`src/design/led_bar_frame_serializer_core_assert.svh`:
```
// Assertion macros shared by the serializer modules.
`ifndef LED_BAR_FRAME_SERIALIZER_CORE_ASSERT_SVH
`define LED_BAR_FRAME_SERIALIZER_CORE_ASSERT_SVH

`ifndef NO_ASSERTIONS

`define LBFS_ASSERT(lbl, expr) \
  lbl: assert property (@(posedge clk) disable iff (rst) (expr)) \
    else $error("lbfs assertion failed");

`define LBFS_ASSERT_NEXT(lbl, pre, post) \
  lbl: assert property (@(posedge clk) disable iff (rst) (pre) |=> (post)) \
    else $error("lbfs assertion failed");

`else

`define LBFS_ASSERT(lbl, expr)

`define LBFS_ASSERT_NEXT(lbl, pre, post)

`endif

`endif

```
`src/design/lbfs_pkg.sv`:
```
package lbfs_pkg;

  localparam int LBFS_LED_COUNT = 10;
  localparam int LBFS_PAD_WORDS = 4;

  localparam int WAIT_W = 17;

  localparam logic [2:0] CFG_COMMAND_WORD = 3'd0;
  localparam logic [2:0] CFG_START_DELAY  = 3'd1;
  localparam logic [2:0] CFG_LATCH_WAIT   = 3'd2;
  localparam logic [2:0] CFG_PULSE_TICKS  = 3'd3;
  localparam logic [2:0] CFG_PULSE_COUNT  = 3'd4;

  typedef enum logic [2:0] {
    PH_IDLE,
    PH_SHIFT,
    PH_LATCH_LOW,
    PH_PULSE_HIGH,
    PH_PULSE_LOW,
    PH_LATCH_END
  } ph_t;

  typedef enum logic [2:0] {
    OP_TICK     = 3'd0,
    OP_SET_ONE  = 3'd1,
    OP_SET_ALL  = 3'd2,
    OP_READ_ONE = 3'd3,
    OP_START    = 3'd4
  } op_t;

  typedef enum logic [1:0] {
    ST_OK        = 2'd0,
    ST_BAD_INDEX = 2'd1,
    ST_BUSY      = 2'd2
  } st_t;

  typedef struct packed {
    logic out_load;
    logic set_one;
    logic set_all;
    logic rd_cmd;
    logic frame_start;
    logic wait_dec;
    logic shift_evt;
    logic latch_low;
    logic pulse_high;
    logic pulse_low;
    logic latch_end;
  } lbfs_cmd_t;

  typedef struct packed {
    logic idx_ok;
    logic wait_zero;
    logic frame_last;
    logic pulse_last;
  } lbfs_stat_t;

endpackage

```
`src/design/lbfs_dp.sv`:
```
`include "led_bar_frame_serializer_core_assert.svh"

module lbfs_dp #(
  parameter int LED_COUNT = lbfs_pkg::LBFS_LED_COUNT,
  parameter int PAD_WORDS = lbfs_pkg::LBFS_PAD_WORDS
) (
  input  logic                clk,
  input  logic                rst,
  input  logic                cfg_we,
  input  logic [2:0]          cfg_index,
  input  logic [15:0]         cfg_data,
  input  logic [3:0]          led_index,
  input  logic [7:0]          level,
  input  lbfs_pkg::lbfs_cmd_t cmd,
  output lbfs_pkg::lbfs_stat_t stat,
  output logic                ser_data,
  output logic                ser_clock,
  output logic [7:0]          read_level
);
  import lbfs_pkg::*;

  localparam int HDR_UNITS = 1 + LED_COUNT;
  localparam int TOTAL     = HDR_UNITS + PAD_WORDS;
  localparam int WC_W      = $clog2(TOTAL + 1);
  localparam int LIDX_W    = (LED_COUNT > 1) ? $clog2(LED_COUNT) : 1;

  localparam logic [WC_W-1:0] HDR_WC  = WC_W'(HDR_UNITS);
  localparam logic [WC_W-1:0] LAST_WC = WC_W'(TOTAL - 1);
  localparam logic [WC_W-1:0] LED_WC  = WC_W'(LED_COUNT);
  localparam logic [3:0]      LED_IDX = 4'(LED_COUNT);
  localparam logic [3:0]      BIT_LAST_WORD = 4'd15;
  localparam logic [3:0]      BIT_LAST_PAD  = 4'd7;

  // config registers
  logic [15:0] command_word;
  logic [15:0] start_delay;
  logic [15:0] latch_wait;
  logic [7:0]  pulse_ticks;
  logic [3:0]  pulse_count;

  // brightness store: entries not written since the last set-all read as all_level
  logic [7:0]           mem [LED_COUNT];
  logic [LED_COUNT-1:0] written;
  logic [7:0]           all_level;

  logic [WC_W-1:0]   wc, wc_next;
  logic [3:0]        bc, bc_next;
  logic [WAIT_W-1:0] wait_cnt, wait_next;
  logic [3:0]        pc, pc_next;
  logic              data_level, data_next;
  logic              clock_level, clock_next;

  logic              idx_ok;
  logic [LIDX_W-1:0] idx;
  logic [LIDX_W-1:0] rd_addr;
  logic [WC_W-1:0]   wc_sub;
  logic              fb_ok;
  logic [LIDX_W-1:0] fb_addr;

  logic [7:0] fb_mem_q;
  logic       fb_wr_q;
  logic [7:0] frame_byte;
  logic [7:0] rd_mem_q;
  logic       rd_wr_q;
  logic [7:0] rd_all_q;
  logic       rd_ok_q;

  logic              hdr;
  logic              len_last;
  logic [15:0]       shift_word;
  logic              shift_bit;
  logic              pulse_last;
  logic [3:0]        pc_init;
  logic [7:0]        half_m1;

  always_ff @(posedge clk) begin
    if (rst) begin
      command_word <= 16'd0;
      start_delay  <= 16'd250;
      latch_wait   <= 16'd250;
      pulse_ticks  <= 8'd1;
      pulse_count  <= 4'd4;
    end else if (cfg_we) begin
      unique case (cfg_index)
        CFG_COMMAND_WORD: command_word <= cfg_data;
        CFG_START_DELAY:  start_delay  <= cfg_data;
        CFG_LATCH_WAIT:   latch_wait   <= cfg_data;
        CFG_PULSE_TICKS:  pulse_ticks  <= cfg_data[7:0];
        CFG_PULSE_COUNT:  pulse_count  <= cfg_data[3:0];
        default: ;
      endcase
    end
  end

  assign idx_ok  = led_index < LED_IDX;
  assign idx     = led_index[LIDX_W-1:0];
  assign rd_addr = idx_ok ? idx : '0;

  assign wc_sub  = wc_next - 1'b1;
  assign fb_ok   = (wc_next != '0) && (wc_next <= LED_WC);
  assign fb_addr = fb_ok ? wc_sub[LIDX_W-1:0] : '0;

  always_ff @(posedge clk) begin
    if (rst) begin
      written   <= '0;
      all_level <= 8'd0;
    end else if (cmd.set_all) begin
      written   <= '0;
      all_level <= level;
    end else if (cmd.set_one) begin
      written[idx] <= 1'b1;
    end
  end

  always_ff @(posedge clk) begin
    if (cmd.set_one) begin
      mem[idx] <= level;
    end
    fb_mem_q <= mem[fb_addr];
    fb_wr_q  <= written[fb_addr];
    if (cmd.out_load) begin
      rd_mem_q <= mem[rd_addr];
      rd_wr_q  <= written[rd_addr];
      rd_all_q <= all_level;
      rd_ok_q  <= cmd.rd_cmd && idx_ok;
    end
  end

  assign frame_byte = fb_wr_q ? fb_mem_q : all_level;
  assign read_level = rd_ok_q ? (rd_wr_q ? rd_mem_q : rd_all_q) : 8'd0;

  assign hdr        = wc < HDR_WC;
  assign len_last   = hdr ? (bc == BIT_LAST_WORD) : (bc == BIT_LAST_PAD);
  assign shift_word = (wc == '0) ? command_word : {8'h00, frame_byte};
  assign shift_bit  = hdr & shift_word[~bc];
  assign pulse_last = pc <= 4'd1;
  assign pc_init    = (pulse_count == 4'd0) ? 4'd1 : pulse_count;
  assign half_m1    = (pulse_ticks == 8'd0) ? 8'd0 : pulse_ticks - 8'd1;

  always_comb begin
    wc_next    = wc;
    bc_next    = bc;
    wait_next  = wait_cnt;
    pc_next    = pc;
    data_next  = data_level;
    clock_next = clock_level;
    if (cmd.frame_start) begin
      wc_next   = '0;
      bc_next   = 4'd0;
      wait_next = WAIT_W'(start_delay);
    end
    if (cmd.wait_dec) begin
      wait_next = wait_cnt - 1'b1;
    end
    if (cmd.shift_evt) begin
      data_next  = shift_bit;
      clock_next = ~clock_level;
      if (len_last) begin
        bc_next = 4'd0;
        wc_next = wc + 1'b1;
      end else begin
        bc_next = bc + 4'd1;
      end
    end
    if (cmd.latch_low) begin
      data_next = 1'b0;
      wait_next = WAIT_W'(latch_wait);
      pc_next   = pc_init;
    end
    if (cmd.pulse_high) begin
      data_next = 1'b1;
      wait_next = WAIT_W'(half_m1);
    end
    if (cmd.pulse_low) begin
      data_next = 1'b0;
      pc_next   = (pc != 4'd0) ? pc - 4'd1 : pc;
      wait_next = pulse_last ? WAIT_W'(half_m1) + WAIT_W'(latch_wait) : WAIT_W'(half_m1);
    end
    if (cmd.latch_end) begin
      clock_next = 1'b0;
    end
  end

  always_ff @(posedge clk) begin
    if (rst) begin
      wc          <= '0;
      bc          <= 4'd0;
      wait_cnt    <= '0;
      pc          <= 4'd0;
      data_level  <= 1'b0;
      clock_level <= 1'b0;
    end else begin
      wc          <= wc_next;
      bc          <= bc_next;
      wait_cnt    <= wait_next;
      pc          <= pc_next;
      data_level  <= data_next;
      clock_level <= clock_next;
    end
  end

  assign stat.idx_ok     = idx_ok;
  assign stat.wait_zero  = wait_cnt == '0;
  assign stat.frame_last = (wc == LAST_WC) && len_last;
  assign stat.pulse_last = pulse_last;

  assign ser_data  = data_level;
  assign ser_clock = clock_level;

  `LBFS_ASSERT_NEXT(a_pins_hold, !cmd.out_load, $stable(data_level) && $stable(clock_level))
  `LBFS_ASSERT_NEXT(a_latch_end_clk, cmd.latch_end, !clock_level)
  `LBFS_ASSERT(a_pad_bits, hdr || (bc <= BIT_LAST_PAD))

endmodule

```
`src/design/lbfs_ctrl.sv`:
```
`include "led_bar_frame_serializer_core_assert.svh"

module lbfs_ctrl (
  input  logic                 clk,
  input  logic                 rst,
  input  logic                 in_valid,
  output logic                 in_ready,
  output logic                 out_valid,
  input  logic                 out_ready,
  input  logic [2:0]           opcode,
  input  lbfs_pkg::lbfs_stat_t stat,
  output lbfs_pkg::lbfs_cmd_t  cmd,
  output logic                 busy_res,
  output logic [1:0]           status
);
  import lbfs_pkg::*;

  ph_t  phase, phase_next;
  st_t  status_q, status_next;
  logic accept;
  logic busy;

  assign in_ready = !out_valid || out_ready;
  assign accept   = in_valid && in_ready;
  assign busy     = phase != PH_IDLE;

  always_ff @(posedge clk) begin
    if (rst) begin
      phase     <= PH_IDLE;
      status_q  <= ST_OK;
      out_valid <= 1'b0;
    end else begin
      phase <= phase_next;
      if (accept) begin
        status_q  <= status_next;
        out_valid <= 1'b1;
      end else if (out_ready) begin
        out_valid <= 1'b0;
      end
    end
  end

  always_comb begin
    cmd         = '0;
    phase_next  = phase;
    status_next = ST_OK;
    if (accept) begin
      cmd.out_load = 1'b1;
      unique case (op_t'(opcode))
        OP_TICK: begin
          if (busy && !stat.wait_zero) begin
            cmd.wait_dec = 1'b1;
          end else begin
            unique case (phase)
              PH_SHIFT: begin
                cmd.shift_evt = 1'b1;
                if (stat.frame_last) phase_next = PH_LATCH_LOW;
              end
              PH_LATCH_LOW: begin
                cmd.latch_low = 1'b1;
                phase_next    = PH_PULSE_HIGH;
              end
              PH_PULSE_HIGH: begin
                cmd.pulse_high = 1'b1;
                phase_next     = PH_PULSE_LOW;
              end
              PH_PULSE_LOW: begin
                cmd.pulse_low = 1'b1;
                phase_next    = stat.pulse_last ? PH_LATCH_END : PH_PULSE_HIGH;
              end
              PH_LATCH_END: begin
                cmd.latch_end = 1'b1;
                phase_next    = PH_IDLE;
              end
              default: ;
            endcase
          end
        end
        OP_SET_ONE: begin
          if (busy) status_next = ST_BUSY;
          else if (!stat.idx_ok) status_next = ST_BAD_INDEX;
          else cmd.set_one = 1'b1;
        end
        OP_SET_ALL: begin
          if (busy) status_next = ST_BUSY;
          else cmd.set_all = 1'b1;
        end
        OP_READ_ONE: begin
          cmd.rd_cmd = 1'b1;
          if (!stat.idx_ok) status_next = ST_BAD_INDEX;
        end
        OP_START: begin
          if (busy) begin
            status_next = ST_BUSY;
          end else begin
            cmd.frame_start = 1'b1;
            phase_next      = PH_SHIFT;
          end
        end
        default: ;
      endcase
    end
  end

  assign busy_res = busy;
  assign status   = status_q;

  `LBFS_ASSERT_NEXT(a_phase_on_accept, !accept, $stable(phase))
  `LBFS_ASSERT_NEXT(a_idle_start, accept && phase == PH_IDLE && opcode != OP_START, phase == PH_IDLE)
  `LBFS_ASSERT_NEXT(a_result_after_accept, accept, out_valid)

endmodule

```
`src/design/led_bar_frame_serializer_core.sv`:
```
// LED bar frame serializer.
// Input channel (in_valid/in_ready) carries one command word: opcode, led_index,
// level. Each accepted word yields exactly one result word on the output channel
// (out_valid/out_ready): ser_data, ser_clock, busy_res, read_level, status.
// A word is processed in the cycle it is accepted; its result is registered and
// shows up in the next cycle. New words are taken every cycle while the output
// register is empty or being drained, so throughput is one word per cycle.
// A stalled receiver holds the result and blocks the input until it is taken.
// Tick commands advance the serial frame by one pin event or one wait count.
// The brightness store is a small register file with a registered read port for
// read commands and one for the frame shifter.
// Config registers are written through cfg_we/cfg_index/cfg_data, no wait.
// Reset (rst, synchronous) brings the sequencer to idle, pins low, all levels
// zero and config registers to defaults; no clearing pass is needed.
module led_bar_frame_serializer_core #(
  parameter int LED_COUNT = lbfs_pkg::LBFS_LED_COUNT,
  parameter int PAD_WORDS = lbfs_pkg::LBFS_PAD_WORDS
) (
  input  logic        clk,
  input  logic        rst,
  input  logic        cfg_we,
  input  logic [2:0]  cfg_index,
  input  logic [15:0] cfg_data,
  input  logic        in_valid,
  output logic        in_ready,
  input  logic [2:0]  opcode,
  input  logic [3:0]  led_index,
  input  logic [7:0]  level,
  output logic        out_valid,
  input  logic        out_ready,
  output logic        ser_data,
  output logic        ser_clock,
  output logic        busy_res,
  output logic [7:0]  read_level,
  output logic [1:0]  status
);
  import lbfs_pkg::*;

  lbfs_cmd_t  cmd;
  lbfs_stat_t stat;

  lbfs_ctrl u_ctrl (
    .clk       (clk),
    .rst       (rst),
    .in_valid  (in_valid),
    .in_ready  (in_ready),
    .out_valid (out_valid),
    .out_ready (out_ready),
    .opcode    (opcode),
    .stat      (stat),
    .cmd       (cmd),
    .busy_res  (busy_res),
    .status    (status)
  );

  lbfs_dp #(
    .LED_COUNT (LED_COUNT),
    .PAD_WORDS (PAD_WORDS)
  ) u_dp (
    .clk        (clk),
    .rst        (rst),
    .cfg_we     (cfg_we),
    .cfg_index  (cfg_index),
    .cfg_data   (cfg_data),
    .led_index  (led_index),
    .level      (level),
    .cmd        (cmd),
    .stat       (stat),
    .ser_data   (ser_data),
    .ser_clock  (ser_clock),
    .read_level (read_level)
  );

endmodule
```
`config.mk`:
```
export PLATFORM = sky130hd
export DESIGN_NAME = led_bar_frame_serializer_core
export DESIGN_NICKNAME = d
export VERILOG_FILES = /design/src/design/lbfs_pkg.sv /design/src/design/lbfs_dp.sv /design/src/design/lbfs_ctrl.sv /design/src/design/led_bar_frame_serializer_core.sv
export VERILOG_INCLUDE_DIRS = /design/src /design/src/design
export SDC_FILE = /design/constraint.sdc
export NUM_CORES = 1
export LEC_CHECK = 0
export BUFFER_PORTS_ARGS = -buffer_cell sky130_fd_sc_hd__buf_2
export CELL_PAD_IN_SITES_DETAIL_PLACEMENT = 1
export CELL_PAD_IN_SITES_GLOBAL_PLACEMENT = 1
export CORE_ASPECT_RATIO = 0.6
export CORE_MARGIN = 2
export CORE_UTILIZATION = 32
export DETAILED_ROUTE_END_ITERATION = 10
export GPL_TIMING_DRIVEN = 0
export PLACE_DENSITY_LB_ADDON = 0.1
export REMOVE_ABC_BUFFERS = 1
export SETUP_SLACK_MARGIN = 0.2
export SYNTH_ARGS = -nofsm -noshare
export SYNTH_HDL_FRONTEND = slang
export SYNTH_SLANG_ARGS = --single-unit
```
`constraint.sdc`:
```
create_clock -name clk -period 6.7 [get_ports clk]
set_input_delay 0.335 -clock clk [delete_from_list [all_inputs] [get_ports clk]]
set_output_delay 0.335 -clock clk [all_outputs]
set_load 0.01 [all_outputs]
```
==> impl_metrics.ini, run 1 <==
[grt]
grtUsageTotal = 0.208
grt_pass1_vias = 9299
grt_pass1_wl_um = 60300
overflow = 0
grt_antenna_before_repair = 0
grt_max_degree = 79

[hold_path]
hold_path.class = in2reg

[synthesis]
yosysUniqueCellTypes = 70
ys_seq_elements = 222
synth-edff-count = 98
ys_seq_area_frac = 0.465
synth_async_sr_flop_share = 0
synth_flop_cell = dfxtp_1
netlist_area_sq_mm = 0.0117
netlist_instances = 1224
syn_avg_cell_area_sq_um = 9.53
yosysWarnings = 0

[setup_path]
crit_type = reg2reg
crit_fanout = 34
start_kind = register
cp-end-kind = register
crit_required_ns = 7.10
critPathArrivalTime_ns = 6.41

[die]
start_util = 0.323
die_x_um = 250
core.rowCount = 54
dieArea_sq_mm = 0.0380
ios = 54
coreArea_sq_mm = 0.0361
dieHeight_um = 152

[power]
internal_power_uw = 2400
clockPowerShare = 0.459
comb_power_share = 0.084
leakage_uw = 0.00474
switching_share = 0.250
p_sw_uw = 801
vdd_drop_max_v = 0.000166
powerDensity_mw_per_mm2 = 241
p_seq_frac = 0.456
finalPower_uw = 3200

[detailed_routing]
wl_met1_um = 23100
highest_layer = met4
ant_nets = 0
route.detailed.drc = 0
routed_via_density = 5.63
dr_wl_met3_um = 2510
wl_met2_um = 14100
wire_per_inst_um = 23.3
drt_wl_total_um = 40400
first_pass_iters = 5
num_vias = 9735
drt_iter0_drc = 696

[clock_tree]
numCtsBuffers = 25
clk_path_buf_depth = 3
clk_latency_ns = 0.55
htree_num_levels = 1
path_clk_slew_ns = 0.06
tritoncts = done
postCtsHoldBufs = 0
cts-root-buf = clkbuf_16
clkSinkCount = 222

[final_layout]
final_core_util = 0.367
final_common_cell = nand2_1
final_cells = 1730
areaGrowthSynthToFinish_pct = 13.6
mostFrequentLayoutCells = nand2_1 (211), dfxtp_1 (124), a21oi_1 (112), edfxtp_1 (98), nor2_1 (84)
nets = 1297
diodes = 0
stdcell_area_sq_mm = 0.0133
drive_gt1_frac = 0.147

[place]
gp_congestion = 0.789
portBuffers = 53
dp_hpwl_um = 29500
dpl_cell_area_sq_mm = 0.0124
dp.cells = 1683

[timing]
final_hold_viol_count = 0
setup_viol = 0
rsz0062_at_grt = no
finalSetupTns_ns = 0
relSlewSlack = 0.110
skew_ns = 0.0112
worstMarginPinSlew_ns = 1.33
fin_crit_sh = 0.898
fin_crit_ns = 6.02
drv_slew = 0
fmax_mhz = 166

[outcome]
status = completed

[job]
cap_violations = 0
[Yosys cell counts, types with 14 or more instances]
| cell type | instances | area (sq um) |
|---|---|---|
| edfxtp_1 | 98 | 2940 |
| nand3_1 | 34 | 170 |
| nor2_1 | 86 | 323 |
| a21oi_1 | 112 | 561 |
| nor3b_1 | 14 | 105 |
| dfxtp_1 | 124 | 2480 |
| mux2i_1 | 43 | 430 |
| nor3_1 | 35 | 175 |
| xor2_1 | 16 | 140 |
| o211ai_1 | 19 | 143 |
| o21ai_0 | 48 | 240 |
| nand2_1 | 211 | 792 |
| nor2b_1 | 20 | 125 |
| nand3b_1 | 16 | 120 |
| clkbuf_1 | 59 | 221 |
| mux4_2 | 15 | 338 |
| o221ai_1 | 19 | 166 |
| inv_1 | 21 | 78.8 |
| ha_1 | 22 | 275 |
| a221oi_2 | 17 | 255 |
| xnor2_1 | 14 | 123 |
[cells by family after synthesis]
group | count (synthesis) | share of synthesized area
buffers and inverters | 99 | 0.0334
flip-flops | 222 | 0.465
AO/OA/AOI/OAI | 285 | 0.165
XOR/XNOR | 30 | 0.0225
adder cells (fa/ha/maj) | 23 | 0.0253
multiplexers | 72 | 0.0806
AND/OR/NAND/NOR | 493 | 0.208
[stage by stage]
step	setup slack, ns	hold WS [ns]
after global routing	0.288	0.0584
final	0.681	0.0641
after CTS	0.317	0.0318
after detailed placement	-0.0323	0.444
after global placement	0.0516	0.437
after floorplan	2.16	0.404
[final cells by class]
class                           instances  area [sq um]
Fill cell                            4046         22900
Multi-Input combinational cell        904          5930
Sequential cell                       222          5430
Clock buffer                           34           681
Timing Repair Buffer                   60           367
Tap cell                              476           596
Clock inverter                         12           171
Inverter                               22          82.6
[worst max-delay path, cell delays in order (launching register included)]
cell,delay (ns)
dfxtp_1,0.88
ha_1,0.36
nand3_1,0.09
mux2_2,0.39
nand4b_4,0.35
mux2i_4,0.69
inv_2,0.51
ha_2,0.36
o211a_1,0.26
or2_2,0.47
o21ai_1,0.67
a221oi_1,0.30
a221oi_2,0.52
[registers in the layout (all words and copies together) (netlist names), 10 cells and up]
signal	flops
u_dp.mem	80
u_dp.command_word	16
u_dp.latch_wait	16
u_dp.wait_cnt	17
u_dp.start_delay	16
u_dp.written	10
[routing by layer]
layer | global-route usage | vias to the layer above
li1 | - | 4509
met3 | 0.0346 | 38
met5 | 0 | -
met2 | 0.251 | 244
met1 | 0.366 | 4944
met4 | 0.0325 | 0
[power by group through the flow]
| stage | combinational (uW) | sequential, uW | clock, uW |
|---|---|---|---|
| final | 269 | 1460 | 1470 |
| after CTS | 268 | 1460 | 1500 |
| after detailed placement | 266 | 1490 | 0 |
| after global routing | 296 | 1460 | 1550 |
| after global placement | 257 | 1490 | 0 |
| after floorplan | 153 | 1480 | 0 |
[worst paths after layout]
check / from / end / slack (ns) / cells after the start
worst max-delay path: u_dp.bc[0] / u_dp.fb_mem_q[1] / 0.68 / 12
worst min-delay path: cfg_data[14] / u_dp.start_delay[14] / 0.06 / 3
worst max register to register: u_dp.bc[0] / u_dp.fb_mem_q[1] / 0.68 / 12
worst min register to register: u_dp.command_word[10] / u_dp.command_word[10] / 0.45 / 2
[timing repair]
item                       4_1_cts  5_1_grt
cloned                           0        1
setup endpoints to repair        6        6
setup buffers                    0        0
gates resized for setup          2        1
Note: power is estimated with default switching activity, not from simulation.
==> run 2, diff against run 1 <==
==> constraint.sdc (replaced) <==
create_clock -name clk -period 7.2 [get_ports clk]
set_input_delay 0.36 -clock clk [delete_from_list [all_inputs] [get_ports clk]]
set_output_delay 0.36 -clock clk [all_outputs]
set_load 0.01 [all_outputs]
==> run 2 against run 1 <==
Clock skew grew 0.0028 ns. Cell area hardly changed. Sequential power down 7%. Combinational power shrank 7%. Flip-flop and latch count unchanged. Critical path depth is the same. Sequential share of layout area barely moved. Clock-buffer cell count is the same. Setup slack better by 0.30 ns. Fmax fell by 3.1%. Via count fell by 0.49%. Die area stayed put. Critical path type unchanged. Critical endpoint unchanged. Highest routed layer unchanged.
==> impl_metrics.ini, run 2 (synthesis results as in run 1) <==
[outcome]
status = completed

[setup_path]
crit_family = compound AO/OA/AOI/OAI gates
startpoint = u_dp.bc[0]
reg2reg_from = u_dp.bc[0]
crit_fanout = 34
cp-end-kind = register
path_cells = ha_1, nand3_1, mux2_2, nand4b_4, mux2i_4, inv_2, ha_2, o211a_1, or2_2, o21ai_1, a221oi_1, a221oi_2
cp_num_buf_inv = 1
max_stage_delay_ns = 0.89
slowest_stage = mux2i_4
crit_required_ns = 7.60
critPathArrivalTime_ns = 6.61
crit_type = reg2reg
start_kind = register

[final_layout]
largest_reg_flops = 80
stdcell_area_sq_mm = 0.0132
seqCellArea_sq_mm = 0.00543
multi_input_area_sq_mm = 0.00592
fill_cells = 4048
nets = 1296
mostFrequentLayoutCells = nand2_1 (211), dfxtp_1 (124), a21oi_1 (112), edfxtp_1 (98), nor2_1 (84)
final_common_cell = nand2_1
areaGrowthSynthToFinish_pct = 13.5
drive_gt1_frac = 0.146
reg_top3 = u_dp.mem (80), u_dp.wait_cnt (17)
top_register = u_dp.mem

[timing]
setup_viol = 0
skew_ns = 0.0140
worstMarginPinSlew_ns = 1.32
drv_slew = 0
fin_crit_ns = 6.21
fmax_mhz = 161
final_hold_viol_count = 0
relSlewSlack = 0.115
rsz0062_at_grt = no
fin_crit_sh = 0.863
finalSetupTns_ns = 0

[clock_tree]
clkSinkCount = 222
numCtsBuffers = 25
htree_num_levels = 1
cts-root-buf = clkbuf_16
clk_path_buf_depth = 3
clk_latency_ns = 0.55
path_clk_slew_ns = 0.06
tritoncts = done
postCtsHoldBufs = 0

[detailed_routing]
drt_wl_total_um = 39800
ant_nets = 0
first_pass_iters = 5
route.detailed.drc = 0
num_vias = 9687
drt_iter0_drc = 658
wire_per_inst_um = 23.0
routed_via_density = 5.60

[die]
core.rowCount = 54
start_util = 0.323
ios = 54
dieArea_sq_mm = 0.0380
die_x_um = 250
dieHeight_um = 152
coreArea_sq_mm = 0.0361

[grt]
grt_max_degree = 79
grt_antenna_before_repair = 0
grtUsageTotal = 0.208
grt_pass1_vias = 9299
overflow = 0
grt_pass1_wl_um = 60300

[place]
gp_congestion = 0.789
portBuffers = 53
dpl_cell_area_sq_mm = 0.0124
dp_hpwl_um = 29500

[hold_path]
hold_path_startpoint = cfg_data[14]
hold_path.class = in2reg

[power]
leakage_uw = 0.00474
vdd_drop_max_v = 0.000153
powerDensity_mw_per_mm2 = 225

[job]
cap_violations = 0
## run 2: final cells by class
cell class,instances,share of cell area
Multi-Input combinational cell,903,0.447
Sequential cell,222,0.410
Clock buffer,34,0.0514
Tap cell,476,0.0450
Timing Repair Buffer,60,0.0277
Clock inverter,12,0.0129
Inverter,22,0.00624
Antenna cell,1,0.000189
## run 2: metrics by stage
stage               hold slack [ns]  power (uW)  worst slack, ns  utilization  instances
floorplan                     0.425        1520             2.66            -       1147
global placement              0.437        1620            0.552        0.338       1676
detailed placement            0.444        1630            0.468        0.342       1683
CTS                          0.0568        3010            0.434        0.366       1729
global route                 0.0834        3080            0.509        0.366       1729
finish                       0.0907        2980            0.986        0.366       1730
## run 2: metal layers
metal | global-route usage | up-vias | part of all wire
met2 | 0.251 | 230 | 0.35
met5 | 0 | - | 0
met3 | 0.0346 | 36 | 0.058
met4 | 0.0325 | 0 | 0.014
li1 | - | 4510 | -
met1 | 0.366 | 4911 | 0.58
## run 2: repair_timing
item	in CTS	in global routing
resized for setup	0	2
buffers inserted	0	0
endpoints found under the setup margin	0	2
## run 2: power by group
part | internal [uW] | leakage (uW) | total [uW] | switching, uW
clock | 809 | 0.000415 | 1370 | 559
sequential | 1340 | 0.00191 | 1360 | 22.6
combinational | 86.5 | 0.00242 | 250 | 164
total | 2230 | 0.00474 | 2980 | 745
## run 2: worst reg2reg max path, cell delays in order, from the launching register on
cell and delay, ns:
dfxtp_1 0.88, ha_1 0.36, nand3_1 0.09, mux2_2 0.38, nand4b_4 0.28, mux2i_4 0.89, inv_2 0.60, ha_2 0.39
o211a_1 0.26, or2_2 0.47, o21ai_1 0.65, a221oi_1 0.29, a221oi_2 0.51
## run 2: final timing paths
| path | cells past startpoint | slack, ns | to |
|---|---|---|---|
| setup / recovery | 12 | 0.99 | u_dp.fb_mem_q[1] |
| hold / removal | 3 | 0.09 | u_dp.start_delay[14] |
| setup reg to reg | 12 | 0.99 | u_dp.fb_mem_q[1] |
| hold reg to reg | 2 | 0.45 | u_dp.command_word[10] |
